File: src/hdl/deqvr_pkg.sv
// Shared types and constants for the double-ended queue with value removal.
package deqvr_pkg;

	localparam int DEPTH_DEF = 256;
	localparam int CMD_W     = 3;
	localparam int DATA_W    = 32;
	localparam int STAT_W    = 2;
	localparam int CNT_W     = 9;

	localparam logic [CMD_W-1:0] CMD_PUSH_FRONT = 3'd0;
	localparam logic [CMD_W-1:0] CMD_PUSH_BACK  = 3'd1;
	localparam logic [CMD_W-1:0] CMD_POP_FRONT  = 3'd2;
	localparam logic [CMD_W-1:0] CMD_POP_BACK   = 3'd3;
	localparam logic [CMD_W-1:0] CMD_REMOVE     = 3'd4;
	localparam logic [CMD_W-1:0] CMD_COUNT      = 3'd5;
	localparam logic [CMD_W-1:0] CMD_PEEK_FRONT = 3'd6;
	localparam logic [CMD_W-1:0] CMD_PEEK_BACK  = 3'd7;

	localparam logic [STAT_W-1:0] STAT_OK    = 2'd0;
	localparam logic [STAT_W-1:0] STAT_EMPTY = 2'd1;
	localparam logic [STAT_W-1:0] STAT_FULL  = 2'd2;

	typedef struct packed {
		logic accept;
		logic exec;
		logic walk_step;
		logic walk_end;
		logic load_out;
	} dp_cmd_t;

	typedef struct packed {
		logic need_read;
		logic need_walk;
		logic walk_done;
	} dp_stat_t;

endpackage

File: src/hdl/deqvr_ctrl.sv
// Controller state machine sequencing each command through the datapath.
module deqvr_ctrl (
	input  logic               clk,
	input  logic               arst_n,
	input  logic               in_valid,
	output logic               in_ready,
	output logic               out_valid,
	input  logic               out_ready,
	input  deqvr_pkg::dp_stat_t stat,
	output deqvr_pkg::dp_cmd_t  cmd
);

	typedef enum logic [4:0] {
		S_IDLE   = 5'b00001,
		S_EXEC   = 5'b00010,
		S_READ   = 5'b00100,
		S_WALK   = 5'b01000,
		S_FINISH = 5'b10000
	} state_t;

	state_t state_q;
	state_t state_nxt;
	logic   out_valid_q;
	logic   out_free;

	assign out_free  = !out_valid_q || out_ready;
	assign in_ready  = (state_q == S_IDLE);
	assign out_valid = out_valid_q;

	always_comb begin
		state_nxt     = state_q;
		cmd           = '0;
		unique case (state_q)
			S_IDLE: begin
				if (in_valid) begin
					cmd.accept = 1'b1;
					state_nxt  = S_EXEC;
				end
			end
			S_EXEC: begin
				cmd.exec = 1'b1;
				if (stat.need_read) begin
					state_nxt = S_READ;
				end else if (stat.need_walk) begin
					state_nxt = S_WALK;
				end else begin
					state_nxt = S_FINISH;
				end
			end
			S_READ: begin
				state_nxt = S_FINISH;
			end
			S_WALK: begin
				if (stat.walk_done) begin
					cmd.walk_end = 1'b1;
					state_nxt    = S_FINISH;
				end else begin
					cmd.walk_step = 1'b1;
				end
			end
			S_FINISH: begin
				if (out_free) begin
					cmd.load_out = 1'b1;
					state_nxt    = S_IDLE;
				end
			end
			default: begin
				state_nxt = S_IDLE;
			end
		endcase
	end

	always_ff @(posedge clk or negedge arst_n) begin
		if (!arst_n) begin
			state_q     <= S_IDLE;
			out_valid_q <= 1'b0;
		end else begin
			state_q <= state_nxt;
			if (cmd.load_out) begin
				out_valid_q <= 1'b1;
			end else if (out_ready) begin
				out_valid_q <= 1'b0;
			end
		end
	end

endmodule

File: config.mk
export PLATFORM = sky130hd
export DESIGN_NAME = deqvr_ctrl
export DESIGN_NICKNAME = d
export VERILOG_FILES = /design/src/hdl/deqvr_pkg.sv /design/src/hdl/deqvr_ctrl.sv
export SDC_FILE = /design/constraint.sdc
export NUM_CORES = 1
export LEC_CHECK = 0
export BUFFER_PORTS_ARGS = -buffer_cell sky130_fd_sc_hd__buf_4
export CORE_AREA = 2 2 39 41
export DETAILED_ROUTE_END_ITERATION = 12
export DIE_AREA = 0 0 41 43
export PLACE_DENSITY = 0.58
export SLEW_MARGIN = 20
export SYNTH_ARGS = -nofsm -noshare
export SYNTH_HDL_FRONTEND = slang
export SYNTH_SLANG_ARGS = --single-unit
export TNS_END_PERCENT = 5
File: constraint.sdc
create_clock -name clk -period 1.2 [get_ports clk]
set_input_delay 0.24 -clock clk [delete_from_list [all_inputs] [get_ports clk]]
set_output_delay 0.24 -clock clk [all_outputs]
set_load 0.01 [all_outputs]
==> key figures <==
Outcome
  • Status: finished with violations
  • Failing checks: negative setup slack

Power and ir drop
  • Tot Pwr: 1.008 mW
  • VDD IR max: 0.0007811 V
  • Switching power: 0.3285 mW
  • Clk network pwr share: between 10% and 20%
  • Pint: 0.6799 mW
  • Sequential power share: 32.3%
  • Switching Share: 32.58%
  • PD cells: 1622 nW/um2
  • Combinational share of power: 48.4%
  • Lkg Pwr: 0.2953 nW

Detailed routing
  • DRT antenna net count: 0
  • Final WL: roughly 980 um
  • Drt drc: 0
  • DRT iter0 DRCs: 1
  • Pre-Repair DR Iteration Count: 3
  • DR vias: 382
  • Vias/cell: about 4.6
  • Post-DR wirelength/cell: about 12 um

Finish
  • Final instance area: approximately 620 um2
  • Most common cell after layout, fill and taps aside: buf_4
  • Ant diodes: 0
  • Commonest non-fill, non-tap cells in the layout: buf_4 (21), inv_1 (4), nor2_1 (3), clkbuf_4 (3), dfrtp_1 (3)
  • Nets: 75
  • Area growth, synth to finish: 78.78%
  • Finished Layout Cells: 83
  • Layout cell share with drive strength beyond 1: 59.70%

Die
  • Ports: 14
  • Die X: 41 um
  • Row Count: 14
  • Die height: 43 um
  • Full die area: around 1800 um2
  • Initial Utilization: 25.14%
  • Total core area: 1384 um2

CTS
  • Latest clock arrival within the worst-skew pair: 240 ps
  • Clk buf depth: 2
  • Root buffer cell: clkbuf_4
  • Clock Sink Count: 6
  • Reg clk slew, reported paths: 50 ps
  • TritonCTS clock tree: yes
  • H-tree level count: 1
  • CTS Buf Count: 3

Place
  • Count of buffers from port buffering: 13
  • Placed Cells: between 70 and 80
  • Routability Congestion: between 0.7 and 0.8
  • Dpl hpwl: 703.8 um
  • DP Area: approximately 530 um2

Worst setup path
  • Worst Path Arrival: 1250 ps
  • Worst r2r dst: state_q[4]$_DFFE_PN0P_
  • CP max FO: 5
  • Worst Path Class, Setup: flip-flop to output pin
  • R2R setup slack: -100 ps
  • CP max stage delay: 430 ps
  • CP max-delay cell: dfrtp_2
  • Worst Path Buf+Inv: 1
  • Levels on crit path: 4
  • WP data required: 960 ps
  • Worst r2r src: state_q[1]$_DFFE_PN0P_
  • Top delay family on crit path: simple AND/OR/NAND/NOR gates
  • CP Capture Type: output pin
  • FF-to-FF path depth: 5
  • Startpoint Class: flip-flop
  • Critical-path cell list: nor3_2 -> nand3_1 -> nor2b_2 -> buf_4

STA
  • TNS Setup: -1692 ps
  • Setup WS post-layout: -292.6 ps
  • Setup Skew: 4.733 ps
  • Final Hold Viols: 0
  • Minimum clock period: 1493 ps
  • Fin. max-slew vios: 0
  • Normalized max-slew margin: between 80 and 90%
  • Max Fclk: 0.6700 GHz
  • Worst-Margin Slew: approximately 230 ps
  • RSZ-0062 raised after global routing: yes
  • Setup violators final: 9
  • Tcrit/Tclk final: 124.4%

Synthesis
  • Mapped Cells: 40
  • YS warnings: 0
  • Sequential share of the synthesized area: 43.53%
  • Synth top area share: a little over a third
  • Syn nets: 47
  • Syn_area_per_cell: roughly 8.7 um2
  • FF+latch count, synth: 6
  • Post-synth top area cell: dfrtp_1
  • Distinct cell type count after synthesis: 20
  • Largest cells by area after synthesis: dfrtp_1 (36%), dfstp_2 (7.6%), nor2_1 (7.6%)
  • Synth Cell Area: roughly 350 um2

GRT
  • Global-route usage over all layers: between 10% and 20%
  • Largest net degree at the start of global routing: 8
  • Vias in the first global route: approximately 400
  • First-pass GRT wire length: 1.587 mm
  • GR Overflow Total: 0
  • Initial antenna violation count: 0

Worst hold path
  • WHS Path Cells: 2
  • HP Start: stat[2]
  • Hold Crit Endpoint: state_q[2]$_DFFE_PN0P_
  • Min-delay worst type: primary input to flip-flop

Flow run
  • Max Cap Viol: 0
-- area by class of cell --
class                           count  area [um2]
Clock buffer                        4       26.28
Fill cell                         140       762.0
Inverter                            4       15.01
Multi-Input combinational cell     30       227.7
Sequential cell                     6       153.9
Tap cell                           16       20.02
Timing Repair Buffer               23       178.9
-- power groups by stage --
stage	registers (mW)	clock network, mW	logic (mW)
after global placement	0.319	0	0.393
after floorplan	0.309	0	0.210
after CTS	0.318	0.204	0.479
after global routing	0.333	0.213	0.529
final	0.326	0.195	0.488
after detailed placement	0.321	0	0.394
-- routing by layer --
layer	part of all wire, %	global-route usage, %
met4	4.9	14.00
met2	52	22.81
met5	0	0
met3	2.7	0
met1	40	14.90
-- worst max-delay path by stage --
| stage | from | to | slack, ps |
|---|---|---|---|
| 2_1_floorplan | state_q[3]$_DFFE_PN0P_ | cmd[4] | -10 |
| 3_3_place_gp | state_q[2]$_DFFE_PN0P_ | cmd[4] | -50 |
| 3_5_place_dp | state_q[1]$_DFFE_PN0P_ | cmd[3] | -70 |
| 4_1_cts | state_q[0]$_DFFE_PN1P_ | cmd[4] | -290 |
| 5_1_grt | state_q[1]$_DFFE_PN0P_ | cmd[0] | -340 |
| 6_report | state_q[1]$_DFFE_PN0P_ | cmd[0] | -290 |
-- stage by stage --
stage / worst slack [ps] / hold WS, ps / util (%)
final: -292.6 / 233.6 / 44.94
after global routing: -341.3 / 236.2 / 44.94
after CTS: -291.2 / 220.0 / 43.85
after detailed placement: -68.32 / 49.88 / 37.97
after global placement: -53.66 / 47.20 / 37.97
after floorplan: -13.30 / -55.59 / -
-- kinds of logic (layout without fill, tap and decap cells) --
group	after synthesis	count (layout)	share of synthesized area, %
buffers and inverters	4	31	4.315
flip-flops	6	6	43.53
AO/OA/AOI/OAI	7	7	15.83
AND/OR/NAND/NOR	23	23	36.33
-- timing repair --
| action | in CTS | in global routing |
|---|---|---|
| hold endpoints to repair | 6 | 0 |
| pin swaps | 7 | 2 |
| hold buffers | 1 | 0 |
| setup endpoints to repair | 9 | 10 |
| resized for setup | 9 | 4 |
| buffers inserted | 2 | 0 |
-- Yosys cell counts (all sizes together) --
master / n
a21oi: 1
a31o: 1
and2: 3
and3: 2
and3b: 1
dfrtp: 5
dfstp: 1
inv: 4
nand2: 2
nand2b: 1
nand3: 2
nor2: 7
nor2b: 2
nor3: 2
nor4b: 1
o21ai: 2
o221ai: 1
o22ai: 1
o311ai: 1
-- flip-flops by register name, indices dropped and copies added, names as in the netlist --
name and flops:
state_q 5, out_valid 1
Note: power is estimated with default switching activity, not from simulation.
